File: config.mk
export PLATFORM = sky130hd
export DESIGN_NAME = cbf_ctrl
export DESIGN_NICKNAME = d
export VERILOG_FILES = /design/src/cbf_pkg.sv /design/src/cbf_ctrl.sv
export SDC_FILE = /design/constraint.sdc
export NUM_CORES = 1
export LEC_CHECK = 0
export BUFFER_PORTS_ARGS = -buffer_cell sky130_fd_sc_hd__buf_4
export CAP_MARGIN = 15
export CORE_MARGIN = 4
export CORE_UTILIZATION = 55
export DETAILED_ROUTE_END_ITERATION = 8
export GPL_TIMING_DRIVEN = 0
export PLACE_DENSITY = 0.85
export SYNTH_ARGS = -nofsm -noshare
export SYNTH_HDL_FRONTEND = slang
export SYNTH_SLANG_ARGS = --single-unit
File: constraint.sdc
create_clock -name clk -period 5.3 [get_ports clk]
set_input_delay 0.265 -clock clk [delete_from_list [all_inputs] [get_ports clk]]
set_output_delay 0.265 -clock clk [all_outputs]
set_load 0.01 [all_outputs]
File: src/cbf_pkg.sv
// package: types, constants and functions shared by the bloom filter modules
`default_nettype none
package cbf_pkg;

    localparam int unsigned FilterDepthDefault = 65536;
    localparam int unsigned MaxHashesDefault   = 16;

    localparam logic [63:0] MM_C1 = 64'h87c37b91114253d5;
    localparam logic [63:0] MM_C2 = 64'h4cf5ad432745937f;
    localparam logic [63:0] MM_F1 = 64'hff51afd7ed558ccd;
    localparam logic [63:0] MM_F2 = 64'hc4ceb9fe1a85ec53;

    localparam logic [1:0] REG_NUM_HASHES  = 2'd0;
    localparam logic [1:0] REG_MAX_COUNT   = 2'd1;
    localparam logic [1:0] REG_ACTIVE_SIZE = 2'd2;

    localparam logic MODE_ADD   = 1'b0;
    localparam logic MODE_QUERY = 1'b1;

    typedef struct packed {
        logic        mode;
        logic [63:0] key;
    } cbf_in_t;

    typedef struct packed {
        logic [7:0] estimate;
        logic       present;
    } cbf_out_t;

    typedef struct packed {
        logic [1:0]  index;
        logic [16:0] data;
    } cbf_cfg_t;

    // hash datapath micro operations
    typedef enum logic [3:0] {
        OP_NONE,
        OP_LOAD,     // acc = key
        OP_MUL,      // product of acc and constant, one 16x64 slice per cycle
        OP_ROT,      // acc = rotl(acc,31)
        OP_INIT,     // h1 = acc ^ 8, h2 = 8, h1 += h2, h2 += h1
        OP_SEL1,     // acc = h1
        OP_SEL2,     // acc = h2
        OP_XS,       // acc ^= acc >> 33
        OP_PUT1,     // h1 = acc
        OP_PUT2,     // h2 = acc
        OP_FIN       // h1 += h2, h2 += h1, probe = h1
    } cbf_op_t;

    typedef enum logic [4:0] {
        ST_IDLE,
        ST_CLEAR,
        ST_HASH,
        ST_MOD,
        ST_RD,
        ST_RDW,
        ST_RDACC,
        ST_DECIDE,
        ST_WR_MOD,
        ST_WR_RD,
        ST_WR_RDW,
        ST_WR_WR,
        ST_DONE
    } cbf_state_t;

    // controller to datapath
    typedef struct packed {
        cbf_op_t     op;
        logic [1:0]  cidx;      // constant select for multiply
        logic [1:0]  slice;     // multiplier slice
        logic        capture;   // latch input item
        logic        mod_start; // start modulo of current probe
        logic        probe_next;// probe += h2
        logic        probe_rst; // probe = h1
        logic        rd;        // read counter at index
        logic        acc_first; // reset counter accumulators
        logic        acc;       // accumulate counter value
        logic        wr;        // write incremented counter
        logic        clr_wr;    // clearing pass write
        logic        clr_rst;
        logic        emit;
    } cbf_cmd_t;

    // datapath to controller
    typedef struct packed {
        logic mod_done;
        logic clr_last;
        logic insert_ok;
    } cbf_stat_t;

    function automatic logic [63:0] mm_const(input logic [1:0] sel);
        logic [63:0] c;
        unique case (sel)
            2'd0: c = MM_C1;
            2'd1: c = MM_C2;
            2'd2: c = MM_F1;
            default: c = MM_F2;
        endcase
        return c;
    endfunction

endpackage
`default_nettype wire

File: src/cbf_ctrl.sv
// controller: hash program sequencer and probe loop state machine
`default_nettype none
module cbf_ctrl #(
    parameter int unsigned MAX_HASHES = cbf_pkg::MaxHashesDefault
) (
    input  wire logic              clk,
    input  wire logic              rst_n,
    input  wire logic              start,
    input  wire logic [4:0]        num_hashes,
    input  wire cbf_pkg::cbf_stat_t stat,
    input  wire logic              mode_is_add,
    output logic                   busy,
    output cbf_pkg::cbf_cmd_t      cmd
);
    import cbf_pkg::*;

    localparam int unsigned NW = $clog2(MAX_HASHES + 1) > 5 ? $clog2(MAX_HASHES + 1) : 5;
    localparam logic [NW-1:0] MaxN = NW'(MAX_HASHES);
    localparam logic [5:0] PcLast = 6'd37;

    cbf_state_t state_reg, state_next;
    logic [5:0]    pc_reg, pc_next;
    logic [NW-1:0] n_reg, n_next, i_reg, i_next;
    logic [NW-1:0] n_eff;

    always_comb
    begin
        n_eff = (NW'(num_hashes) > MaxN) ? MaxN : NW'(num_hashes);
    end

    // hash program: one micro op per step
    function automatic cbf_cmd_t prog(input logic [5:0] pc);
        cbf_cmd_t c;
        logic [5:0] r;
        c = '0;
        c.op = OP_NONE;
        r = '0;
        priority if (pc == 6'd0)
        begin
            c.op = OP_LOAD;
        end
        else if (pc <= 6'd4)
        begin
            c.op = OP_MUL; c.cidx = 2'd0; c.slice = 2'(pc - 6'd1);
        end
        else if (pc == 6'd5)
        begin
            c.op = OP_ROT;
        end
        else if (pc <= 6'd9)
        begin
            c.op = OP_MUL; c.cidx = 2'd1; c.slice = 2'(pc - 6'd6);
        end
        else if (pc == 6'd10)
        begin
            c.op = OP_INIT;
        end
        else if (pc == 6'd11 || pc == 6'd24)
        begin
            c.op = (pc == 6'd11) ? OP_SEL1 : OP_SEL2;
        end
        else if (pc == 6'd23 || pc == 6'd36)
        begin
            c.op = (pc == 6'd23) ? OP_PUT1 : OP_PUT2;
        end
        else if (pc == 6'd37)
        begin
            c.op = OP_FIN; c.probe_rst = 1'b1;
        end
        else
        begin
            // mix body: xs, mul f1 x4, xs, mul f2 x4, xs  (11 steps)
            r = (pc > 6'd24) ? pc - 6'd25 : pc - 6'd12;
            priority if (r == 6'd0 || r == 6'd5 || r == 6'd10)
            begin
                c.op = OP_XS;
            end
            else if (r <= 6'd4)
            begin
                c.op = OP_MUL; c.cidx = 2'd2; c.slice = 2'(r - 6'd1);
            end
            else
            begin
                c.op = OP_MUL; c.cidx = 2'd3; c.slice = 2'(r - 6'd6);
            end
        end
        return c;
    endfunction

    always_ff @(posedge clk or negedge rst_n)
    begin
        if (!rst_n)
        begin
            state_reg <= ST_CLEAR;
            pc_reg    <= '0;
            n_reg     <= '0;
            i_reg     <= '0;
        end
        else
        begin
            state_reg <= state_next;
            pc_reg    <= pc_next;
            n_reg     <= n_next;
            i_reg     <= i_next;
        end
    end

    // next state
    always_comb
    begin
        state_next = state_reg;
        pc_next    = pc_reg;
        n_next     = n_reg;
        i_next     = i_reg;
        unique case (state_reg)
            ST_CLEAR:
            begin
                if (stat.clr_last)
                begin
                    state_next = ST_IDLE;
                end
            end
            ST_IDLE:
            begin
                if (start)
                begin
                    state_next = ST_HASH;
                    pc_next    = '0;
                    n_next     = n_eff;
                end
            end
            ST_HASH:
            begin
                pc_next = pc_reg + 6'd1;
                if (pc_reg == PcLast)
                begin
                    i_next     = '0;
                    state_next = (n_reg == '0) ? ST_DECIDE : ST_MOD;
                end
            end
            ST_MOD:
            begin
                if (stat.mod_done)
                begin
                    state_next = ST_RD;
                end
            end
            ST_RD:     state_next = ST_RDW;
            ST_RDW:    state_next = ST_RDACC;
            ST_RDACC:
            begin
                i_next     = i_reg + NW'(1);
                state_next = (i_reg + NW'(1) == n_reg) ? ST_DECIDE : ST_MOD;
            end
            ST_DECIDE:
            begin
                i_next = '0;
                state_next = (mode_is_add && stat.insert_ok && n_reg != '0)
                           ? ST_WR_MOD : ST_DONE;
            end
            ST_WR_MOD:
            begin
                if (stat.mod_done)
                begin
                    state_next = ST_WR_RD;
                end
            end
            ST_WR_RD:  state_next = ST_WR_RDW;
            ST_WR_RDW: state_next = ST_WR_WR;
            ST_WR_WR:
            begin
                i_next     = i_reg + NW'(1);
                state_next = (i_reg + NW'(1) == n_reg) ? ST_DONE : ST_WR_MOD;
            end
            ST_DONE:   state_next = ST_IDLE;
            default:   state_next = ST_IDLE;
        endcase
    end

    // outputs
    always_comb
    begin
        cmd  = '0;
        cmd.op = OP_NONE;
        busy = 1'b1;
        unique case (state_reg)
            ST_CLEAR: cmd.clr_wr = 1'b1;
            ST_IDLE:
            begin
                busy          = 1'b0;
                cmd.capture   = start;
                cmd.acc_first = start;
            end
            ST_HASH:
            begin
                cmd = prog(pc_reg);
                cmd.mod_start = (pc_reg == PcLast) && (n_reg != '0);
            end
            ST_RDACC:
            begin
                cmd.acc        = 1'b1;
                cmd.probe_next = 1'b1;
                cmd.mod_start  = (i_reg + NW'(1) != n_reg);
            end
            ST_DECIDE:
            begin
                // rewind to the first probe and start its modulo for the writes
                cmd.probe_rst = 1'b1;
                cmd.op        = OP_NONE;
                cmd.mod_start = mode_is_add && stat.insert_ok && (n_reg != '0);
            end
            ST_WR_WR:
            begin
                cmd.wr         = 1'b1;
                cmd.probe_next = 1'b1;
                cmd.mod_start  = (i_reg + NW'(1) != n_reg);
            end
            ST_DONE:
            begin
                cmd.emit    = 1'b1;
                cmd.clr_rst = 1'b1;
            end
            default: ;
        endcase
    end
endmodule
`default_nettype wire

==> impl_metrics.csv, run 1 <==
group,metric,value,unit
logic_synthesis,syn_nets,289,
timing,hold_violations,0,
die,start_util,0.588,
logic_synthesis,avgSynthCellArea,7.73,µm²
detailed_routing,routed_wl,4830,µm
clock_tree,htreeDepth,1,
logic_synthesis,synth-async-reset-ratio,1.00,
logic_synthesis,synth_top_area_frac,0.233,
detailed_routing,num_vias,2052,
clock_tree,clk_latency,0.27,ns
worst_hold_path,hp-class,"in -> reg",
pwr,p_sw,0.711,mW
clock_tree,clockBufferDepth,2,
cells_and_area,nets,325,
clock_tree,cts_made_buffers,3,
logic_synthesis,synth_ff_type,"dfrtp_1",
timing,clock-skew-final,0.00911,ns
worst_hold_path,hp-start,"num_hashes[4]",
clock_tree,clockRootBuffer,"clkbuf_8",
die,die_height,68.9,µm
pwr,p_leak,1.07,nW
detailed_routing,wl_per_cell,14.0,µm
worst_setup_path,cp.required,5.04,ns
die,rows,21,
place,place.gp.congestion,0.946,
cells_and_area,diodes,0,
clock_tree,cts_resized,0,
detailed_routing,wl_met3,340,µm
pwr,p_seq_frac,0.213,
cells_and_area,final_cells,345,
logic_synthesis,synth_cells,264,
cells_and_area,drive_gt1_frac,0.171,
logic_synthesis,netlist_area,2040,µm²
detailed_routing,met1_length,2280,µm
cells_and_area,largest_reg_flops,6,
detailed_routing,dr_wl_met2,2170,µm
worst_setup_path,path_max_fanout,10,
timing,relSlewSlack,0.563,
cells_and_area,fin_util,0.689,
die,chipWidth,68.9,µm
place,post-place-ws,1.52,ns
worst_setup_path,crit_arrival,3.84,ns
pwr,ir_drop,0.000272,V
logic_synthesis,ys_ff_latch,20,
global_routing,grt_pass1_vias,1827,
detailed_routing,dr.pass1.iters,5,
worst_setup_path,worstSetupStartpointType,"register",
logic_synthesis,ys.warnings.count,0,
pwr,power_frac_clock,0.084,
timing,fin_ws,1.19,ns
die,core,3470,µm²
die,die_area,4750,µm²
clock_tree,cts_sinks,20,
detailed_routing,drc_errors,0,
worst_setup_path,startpoint,"pc_reg[2]",
global_routing,grt_remaining_overflow,0,
clock_tree,cts_tree,"built",
logic_synthesis,yosysMostFrequentCell,"nand2_1",
worst_setup_path,path_class,"reg -> out",
timing,worst_pin_slew,0.652,ns
global_routing,grt_first_pass_wirelength,8110,µm
detailed_routing,top_layer,"met4",
global_routing,grt_use_total,0.222,
logic_synthesis,synth_edf_count,0,
logic_synthesis,synth_cell_types,59,
die,num_io_pins,32,
pwr,combinationalPowerShare,0.703,
timing,setup_viol,0,
run_status,outcome,"finished, final reports clean",
logic_synthesis,synth.area.top_cells,"dfrtp_1 (23%), ha_1 (8.0%), nand2_1 (7.0%), o21ai_0 (5.2%), a21oi_1 (3.9%)",
logic_synthesis,synth_top_cell_by_area,"dfrtp_1",
logic_synthesis,ys_top_cells_by_count,"nand2_1 (38), o21ai_0 (21), dfrtp_1 (19), nor2_1 (19), a21oi_1 (16)",
place,dp.cells,340,
worst_setup_path,reg2reg_from,"pc_reg[3]",
cells_and_area,fillers,306,
timing,rsz0062_at_grt,"no",
global_routing,antenna_found_initial,0,
global_routing,grt_max_degree,21,
worst_setup_path,end_kind,"output pin",
detailed_routing,drtIter0Drc,287,
place,numPortBuffers,30,
place,dp_hpwl,3690,µm
clock_tree,cts_hold_buf,1,
pwr,swShare,0.506,
timing,fin_setup_tns,0,ns
cells_and_area,syn2layout_area_growth,17.0,%
logic_synthesis,yosysSeqAreaShare,0.246,
clock_tree,cts_setup_buffers,0,
timing,max_freq,244,MHz
detailed_routing,viasPerCell,5.95,
pwr,power_density,588,nW/µm²
pwr,p_int,0.694,mW
timing,fin_crit_sh,0.775,
timing,drv_slew,0,
detailed_routing,antenna_left,0,
clock_tree,clkTransAtPathRegs,0.07,ns
job,cap_violations,0,
timing,fin_crit,4.11,ns
[worst max-delay path: stages, from the launching register on]
cell	delay (ns)
dfrtp_1	0.42
clkbuf_1	0.25
inv_1	0.21
ha_1	0.33
nand2_2	0.14
a31oi_2	0.43
xnor2_1	0.12
ha_1	0.26
inv_1	0.07
a21oi_1	0.05
a311o_1	0.27
and4_1	0.23
a21o_1	0.24
a2111oi_4	0.29
o31a_1	0.15
buf_4	0.11
[logic make-up (layout without fill, tap and decap cells)]
| kind of cell | count (synthesis) | after routing | share of synthesized area |
|---|---|---|---|
| XOR/XNOR | 12 | 12 | 0.0515 |
| multiplexers | 4 | 4 | 0.0258 |
| flip-flops | 20 | 20 | 0.246 |
| buffers and inverters | 23 | 58 | 0.0497 |
| AND/OR/NAND/NOR | 111 | 111 | 0.275 |
| AO/OA/AOI/OAI | 80 | 80 | 0.270 |
| adder cells (fa/ha/maj) | 13 | 13 | 0.0797 |
| other | 1 | 1 | 0.00184 |
[worst paths after layout]
| check | end | slack [ns] | depth (start not counted) |
|---|---|---|---|
| worst min-delay path | n_reg[4] | 0.22 | 3 |
| worst max-delay path | cmd[11] | 1.19 | 15 |
| min in group asynchronous | state_reg[2] | 0.40 | 2 |
| worst max register to register | state_reg[1] | 2.79 | 9 |
| max in group asynchronous | state_reg[0] | 4.64 | 2 |
| worst min register to register | i_reg[4] | 0.53 | 2 |
[placed cells by master (no fill, tap or decap), drive strengths merged, types with 3 or more instances in the layout]
cell type	count
a211oi	4
xnor2	6
a21oi	16
nand2b	10
nand2	39
dfrtp	19
nor2b	8
nor3	5
ha	13
clkbuf	11
mux2i	3
inv	10
o21ai	26
nand3	12
nor2	20
or3	3
o21a	4
a31oi	3
a21o	3
buf	36
o31ai	3
xor2	6
[metal layers]
layer | global-route usage | vias up
met5 | 0 | -
met4 | 0.0487 | 0
met3 | 0.0421 | 5
met2 | 0.335 | 81
met1 | 0.327 | 946
li1 | - | 1020
[cell type report]
type                            count  area (µm²)  area share
Timing Repair Buffer               31         235      0.0985
Sequential cell                    20         502       0.210
Clock buffer                        4        55.1      0.0230
Tap cell                           46        57.6      0.0241
Buffer                             13        63.8      0.0267
Inverter                           10        37.5      0.0157
Multi-Input combinational cell    221        1440       0.602
[power groups by stage]
stage,clock [mW],sequential (mW),combinational [mW]
after global placement,0,0.296,0.957
after detailed placement,0,0.300,0.972
after global routing,0.127,0.308,1.10
final,0.118,0.300,0.987
after floorplan,0,0.280,0.741
after CTS,0.122,0.297,0.979
[stage by stage]
step / instance area (µm²) / power (mW) / hold slack (ns)
global placement: 2320 / 1.25 / 0.154
finish: 2390 / 1.40 / 0.219
floorplan: 2040 / 1.02 / -0.0306
CTS: 2390 / 1.40 / 0.219
detailed placement: 2320 / 1.27 / 0.156
global route: 2390 / 1.54 / 0.237
Power figures use the tool's default switching activity.
==> run 2: changes to the inputs <==
clock period = 4 ns   (was 5.3 ns; I/O delays follow)
==> run 2 against run 1 <==
  * Worst hold slack lost 0.067 ns
  * Routed wire length grew 2.0%
  * Sequential cell count is the same
  * Clock power grew 34%
  * Non-clock buffer count grew 5
  * Critical path type unchanged
==> impl_metrics.csv, run 2 (synthesized netlist as in run 1, its figures left out) <==
group,metric,value,unit
clock_tree,clockBufferDepth,2,
global_routing,grt_first_pass_wirelength,8110,µm
timing,drv_slew,0,
global_routing,grt_use_met1,0.323,
worst_setup_path,critical_path_buf_inv_count,3,
worst_setup_path,crit_top_cell,"ha_2",
pwr,p_leak,1.09,nW
worst_setup_path,end_kind,"output pin",
pwr,p_int,0.956,mW
worst_setup_path,crit_chain,"clkbuf_2 -> inv_2 -> ha_2 -> nand2_2 -> a31o_4 -> o21ai_0 -> ha_2 -> nor2_1 -> mux2i_1 -> o211ai_2 -> or3_4 -> and4_1 -> o31a_1 -> buf_4",
timing,worst_pin_slew,0.649,ns
detailed_routing,routed_wl,4930,µm
place,place_area,2320,µm²
clock_tree,clk_latency,0.27,ns
timing,hold_violations,0,
timing,fin_setup_tns,0,ns
timing,fin_crit,3.80,ns
run_status,outcome,"finished, final reports clean",
detailed_routing,drc_errors,0,
timing,clock-skew-final,0.00922,ns
die,num_io_pins,32,
cells_and_area,syn2layout_area_growth,19.8,%
pwr,ir_drop,0.000361,V
worst_setup_path,worstRegToRegCells,9,
die,rows,21,
pwr,p_seq_frac,0.208,
worst_setup_path,critPathCapture,"cmd[11]",
worst_setup_path,path_class,"reg -> out",
clock_tree,cts_made_buffers,3,
worst_setup_path,critical_path_depth,14,
pwr,combinationalPowerShare,0.709,
die,core,3470,µm²
cells_and_area,drive_gt1_frac,0.201,
place,dp.cells,340,
global_routing,grt_util_met3,0.0421,
clock_tree,htreeDepth,1,
timing,rsz0062_at_grt,"no",
worst_setup_path,reg2reg_from,"pc_reg[3]",
timing,relSlewSlack,0.565,
job,cap_violations,0,
die,start_util,0.588,
global_routing,grt.met2_usage,0.340,
global_routing,grt_max_degree,21,
cells_and_area,final_cell_mix,"nand2_1 (38), buf_4 (38), o21ai_0 (21)",
clock_tree,clockRootBuffer,"clkbuf_8",
cells_and_area,diodes,0,
pwr,p_sw,0.963,mW
worst_setup_path,startpoint,"pc_reg[2]",
worst_setup_path,critPathMaxStageDelay,0.42,ns
pwr,power_density,785,nW/µm²
clock_tree,clkTransAtPathRegs,0.07,ns
clock_tree,cts_sinks,20,
global_routing,grt-busiest-layer,"met2",
global_routing,grt_use_total,0.222,
die,die_area,4750,µm²
place,numPortBuffers,30,
global_routing,grt_remaining_overflow,0,
die,chipWidth,68.9,µm
worst_hold_path,hp-class,"in -> reg",
detailed_routing,dr.pass1.iters,5,
worst_setup_path,r2r-end,"state_reg[1]",
pwr,power_frac_clock,0.082,
worst_setup_path,rrSetupSlack,1.47,ns
detailed_routing,num_vias,2101,
worst_setup_path,crit_arrival,3.60,ns
timing,setup_viol,0,
global_routing,grt_pass1_vias,1840,
clock_tree,cts_tree,"built",
cells_and_area,nets,330,
global_routing,antenna_found_initial,0,
cells_and_area,largest_reg_flops,6,
worst_setup_path,path_max_fanout,10,
detailed_routing,drtIter0Drc,290,
place,place.gp.congestion,0.946,
cells_and_area,final_cells,350,
timing,fin_crit_sh,0.949,
die,die_height,68.9,µm
worst_setup_path,crit_family,"compound AO/OA/AOI/OAI gates",
detailed_routing,antenna_left,0,
cells_and_area,fin_area,2440,µm²
worst_setup_path,cp.required,3.80,ns
detailed_routing,wl_per_cell,14.1,µm
place,dp_hpwl,3690,µm
worst_setup_path,slowest_stage,"dfrtp_1",
pwr,swShare,0.502,
timing,max_freq,263,MHz
worst_setup_path,worstSetupStartpointType,"register",
detailed_routing,viasPerCell,6.00,
[run 2: cell types whose count changed in the layout (fill, tap and decap cells not counted)]
cell / previous run / this run
a31oi_2: 1 / 0
a31oi_4: 0 / 1
buf_4: 33 / 38
clkbuf_1: 7 / 6
clkbuf_2: 0 / 1
clkinvlp_4: 0 / 1
ha_1: 13 / 11
ha_2: 0 / 2
inv_1: 10 / 8
inv_2: 0 / 1
[run 2: power groups by stage]
stage               Clock [mW]  Sequential (mW)  Combinational (mW)
floorplan                    0            0.371               0.981
global placement             0            0.392                1.27
detailed placement           0            0.397                1.29
CTS                      0.162            0.397                1.30
global route             0.168            0.412                1.52
finish                   0.158            0.400                1.36
[run 2: area by class of cell]
| cell class | instances | area, µm² |
|---|---|---|
| Multi-Input combinational cell | 221 | 1450 |
| Fill cell | 301 | 1020 |
| Sequential cell | 20 | 502 |
| Timing Repair Buffer | 36 | 273 |
| Buffer | 13 | 65.1 |
| Tap cell | 46 | 57.6 |
| Clock buffer | 4 | 55.1 |
| Inverter | 10 | 41.3 |
[run 2: metal layers]
layer,share of wire,vias to the layer above
met5,0,-
met4,0.012,0
met3,0.084,9
met2,0.45,104
met1,0.45,963
li1,-,1025
[run 2: how the worst min path moves through the flow]
stage                             start            to  slack, ns  cells past startpoint
after floorplan                   rst_n      i_reg[0]       -0.1                      0
after global placement            rst_n  state_reg[2]       0.09                      1
after detailed placement          rst_n  state_reg[1]       0.09                      1
after CTS                 num_hashes[4]      n_reg[4]       0.15                      3
after global routing      num_hashes[4]      n_reg[4]       0.17                      3
final                     num_hashes[4]      n_reg[4]       0.15                      3
[run 2: metrics by stage]
stage,setup slack [ns],power (mW),util,hold slack [ns]
6_report,0.204,1.92,0.705,0.152
3_3_place_gp,0.338,1.66,0.670,0.0895
4_1_cts,0.0166,1.86,0.691,0.154
2_1_floorplan,0.760,1.35,-,-0.0956
3_5_place_dp,0.283,1.68,0.670,0.0909
5_1_grt,0.0227,2.10,0.705,0.172
[run 2: what timing repair did]
action                                  in CTS  in global routing
hold buffers                                 1                  0
gates resized for setup                      1                  6
pin swaps                                    0                  0
endpoints found under the hold margin       19                  0
setup buffers                                0                  5
endpoints found under the setup margin       1                  4
[run 2: worst min-delay path, delay by kind of cell]
kind | cells | cell delay [ns]
buf+inv | 1 | 0.09
simple gates | 2 | 0.09
==> run 3: changes to the inputs <==
CORE_UTILIZATION = 57   (was 55)
PLACE_DENSITY = 0.87   (was 0.85)
SETUP_SLACK_MARGIN = 0.4   (was unset)
==> run 3 against run 2 <==
  * Critical path depth is 1 higher
  * Via count up 6.1%
  * Critical endpoint unchanged
  * Worst setup slack better by 0.24 ns
  * Routed wire length increased by 14%
  * Design area increased by 4.7%
  * Combinational power is 14% higher
  * Highest routed layer unchanged
  * Core utilization increased by 5.0 points
  * Sequential share of layout area is 0.82 points lower
==> impl_metrics.csv, run 3 (synthesized netlist as in run 1, its figures left out) <==
group,metric,value,unit
run_status,outcome,"finished, final reports clean",
timing,max_freq,281,MHz
die,rows,21,
detailed_routing,wl_per_cell,15.4,µm
worst_setup_path,path_max_fanout,8,
detailed_routing,dr.pass1.iters,6,
timing,fin_setup_tns,0,ns
worst_setup_path,critical_path_buf_inv_count,3,
worst_setup_path,crit_arrival,3.35,ns
detailed_routing,drc_errors,0,
die,start_util,0.602,
timing,relSlewSlack,0.556,
clock_tree,cts_sinks,20,
place,place.gp.congestion,0.919,
worst_setup_path,end_kind,"output pin",
cells_and_area,final_common_cell,"buf_4",
cells_and_area,fin_util,0.755,
detailed_routing,drtIter0Drc,339,
clock_tree,htreeDepth,1,
clock_tree,clk_latency,0.31,ns
detailed_routing,viasPerCell,6.12,
die,num_io_pins,32,
worst_hold_path,hp-start,"num_hashes[4]",
job,cap_violations,0,
global_routing,antenna_found_initial,0,
timing,hold_violations,0,
global_routing,grt_use_total,0.229,
global_routing,grt_pass1_vias,1829,
worst_setup_path,reg2reg_from,"pc_reg[3]",
cells_and_area,drive_gt1_frac,0.248,
die,die_area,4600,µm²
timing,fin_crit,3.55,ns
worst_setup_path,path_class,"reg -> out",
worst_setup_path,cp.required,3.80,ns
cells_and_area,largest_reg_flops,6,
timing,setup_viol,0,
cells_and_area,final_cell_mix,"buf_4 (53), nand2_1 (38), o21ai_0 (20)",
clock_tree,cts_made_buffers,3,
worst_setup_path,crit_family,"compound AO/OA/AOI/OAI gates",
worst_setup_path,crit_chain,"buf_6 -> clkinvlp_4 -> ha_1 -> nand2_2 -> a31o_4 -> nand2_1 -> o21ai_2 -> ha_2 -> nor2_1 -> mux2i_1 -> o211ai_2 -> or3_4 -> a2111oi_4 -> o31a_1 -> buf_4",
global_routing,grt_first_pass_wirelength,8290,µm
detailed_routing,antenna_left,0,
die,chipWidth,67.8,µm
global_routing,grt_remaining_overflow,0,
worst_setup_path,startpoint,"pc_reg[0]",
cells_and_area,diodes,0,
pwr,ir_drop,0.000383,V
cells_and_area,syn2layout_area_growth,25.4,%
worst_setup_path,worstSetupStartpointType,"register",
global_routing,grt_max_degree,21,
worst_setup_path,critPathMaxStageDelay,0.40,ns
place,numPortBuffers,30,
worst_hold_path,hp-class,"in -> reg",
cells_and_area,nets,344,
pwr,fin_total_pwr,2.06,mW
pwr,p_leak,1.16,nW
die,core,3390,µm²
pwr,power_density,805,nW/µm²
clock_tree,clockRootBuffer,"clkbuf_4",
timing,clock-skew-final,0.00698,ns
worst_setup_path,slowest_stage,"dfrtp_1",
timing,rsz0062_at_grt,"no",
clock_tree,clkTransAtPathRegs,0.11,ns
clock_tree,cts_tree,"built",
clock_tree,clockBufferDepth,2,
detailed_routing,routed_wl,5620,µm
timing,worst_pin_slew,0.662,ns
die,die_height,67.8,µm
timing,fin_crit_sh,0.888,
place,dp_hpwl,3710,µm
timing,drv_slew,0,
detailed_routing,num_vias,2229,
## run 3: cell types whose count changed in the layout (fill, tap and decap cells not counted), sizes merged
cell	before	now
buf	41	56
clkbuf	11	10
## run 3: final cells by class
| class | instances | area (µm²) |
|---|---|---|
| Tap cell | 46 | 57.6 |
| Fill cell | 244 | 831 |
| Multi-Input combinational cell | 221 | 1470 |
| Sequential cell | 20 | 504 |
| Clock buffer | 4 | 36.3 |
| Buffer | 13 | 73.8 |
| Inverter | 10 | 43.8 |
| Timing Repair Buffer | 50 | 378 |
## run 3: stage by stage
stage | instance area [µm²] | setup WS, ns | hold WS, ns | cells
2_1_floorplan | 2040 | 0.760 | -0.0956 | 264
3_3_place_gp | 2320 | 0.351 | 0.0908 | 340
3_5_place_dp | 2320 | 0.296 | 0.0900 | 340
4_1_cts | 2430 | 0.438 | 0.0957 | 349
5_1_grt | 2560 | 0.315 | 0.117 | 364
6_report | 2560 | 0.447 | 0.0992 | 364
## run 3: worst paths after layout
kind | to | slack [ns] | depth (start not counted)
max in group asynchronous | state_reg[0] | 3.44 | 2
worst max-delay path | cmd[11] | 0.45 | 15
min in group asynchronous | state_reg[2] | 0.29 | 2
worst min-delay path | n_reg[4] | 0.1 | 3
worst min register to register | i_reg[4] | 0.53 | 2
worst max register to register | state_reg[1] | 1.54 | 9
## run 3: worst register-to-register path: stages, from the launching register on
cell       delay, ns
dfrtp_2         0.52
inv_1           0.18
ha_1            0.32
nand4b_1        0.18
inv_1           0.09
mux4_2          0.47
o21ai_1         0.16
or2_1           0.17
a2bb2oi_1       0.16
o21ai_0         0.10
## run 3: timing repair
action,4_1_cts,5_1_grt
buffers inserted,4,15
gates resized for setup,11,6
pin swaps,1,5
hold endpoints to repair,20,0
hold buffers,1,0
endpoints found under the setup margin,6,3
## run 3: report_power, final
| part | leakage, nW | internal (mW) | total [mW] | switching [mW] |
|---|---|---|---|---|
| combinational | 0.882 | 0.674 | 1.55 | 0.872 |
| clock | 0.0210 | 0.0557 | 0.119 | 0.0636 |
| sequential | 0.254 | 0.291 | 0.395 | 0.104 |
| total | 1.16 | 1.02 | 2.06 | 1.04 |
## run 3: metal layers
| layer | global-route usage | vias up | part of all wire |
|---|---|---|---|
| met4 | 0.0447 | 0 | 0.014 |
| met5 | 0 | - | 0 |
| met3 | 0.0345 | 11 | 0.083 |
| met2 | 0.374 | 126 | 0.47 |
| met1 | 0.323 | 1034 | 0.43 |
| li1 | - | 1058 | - |
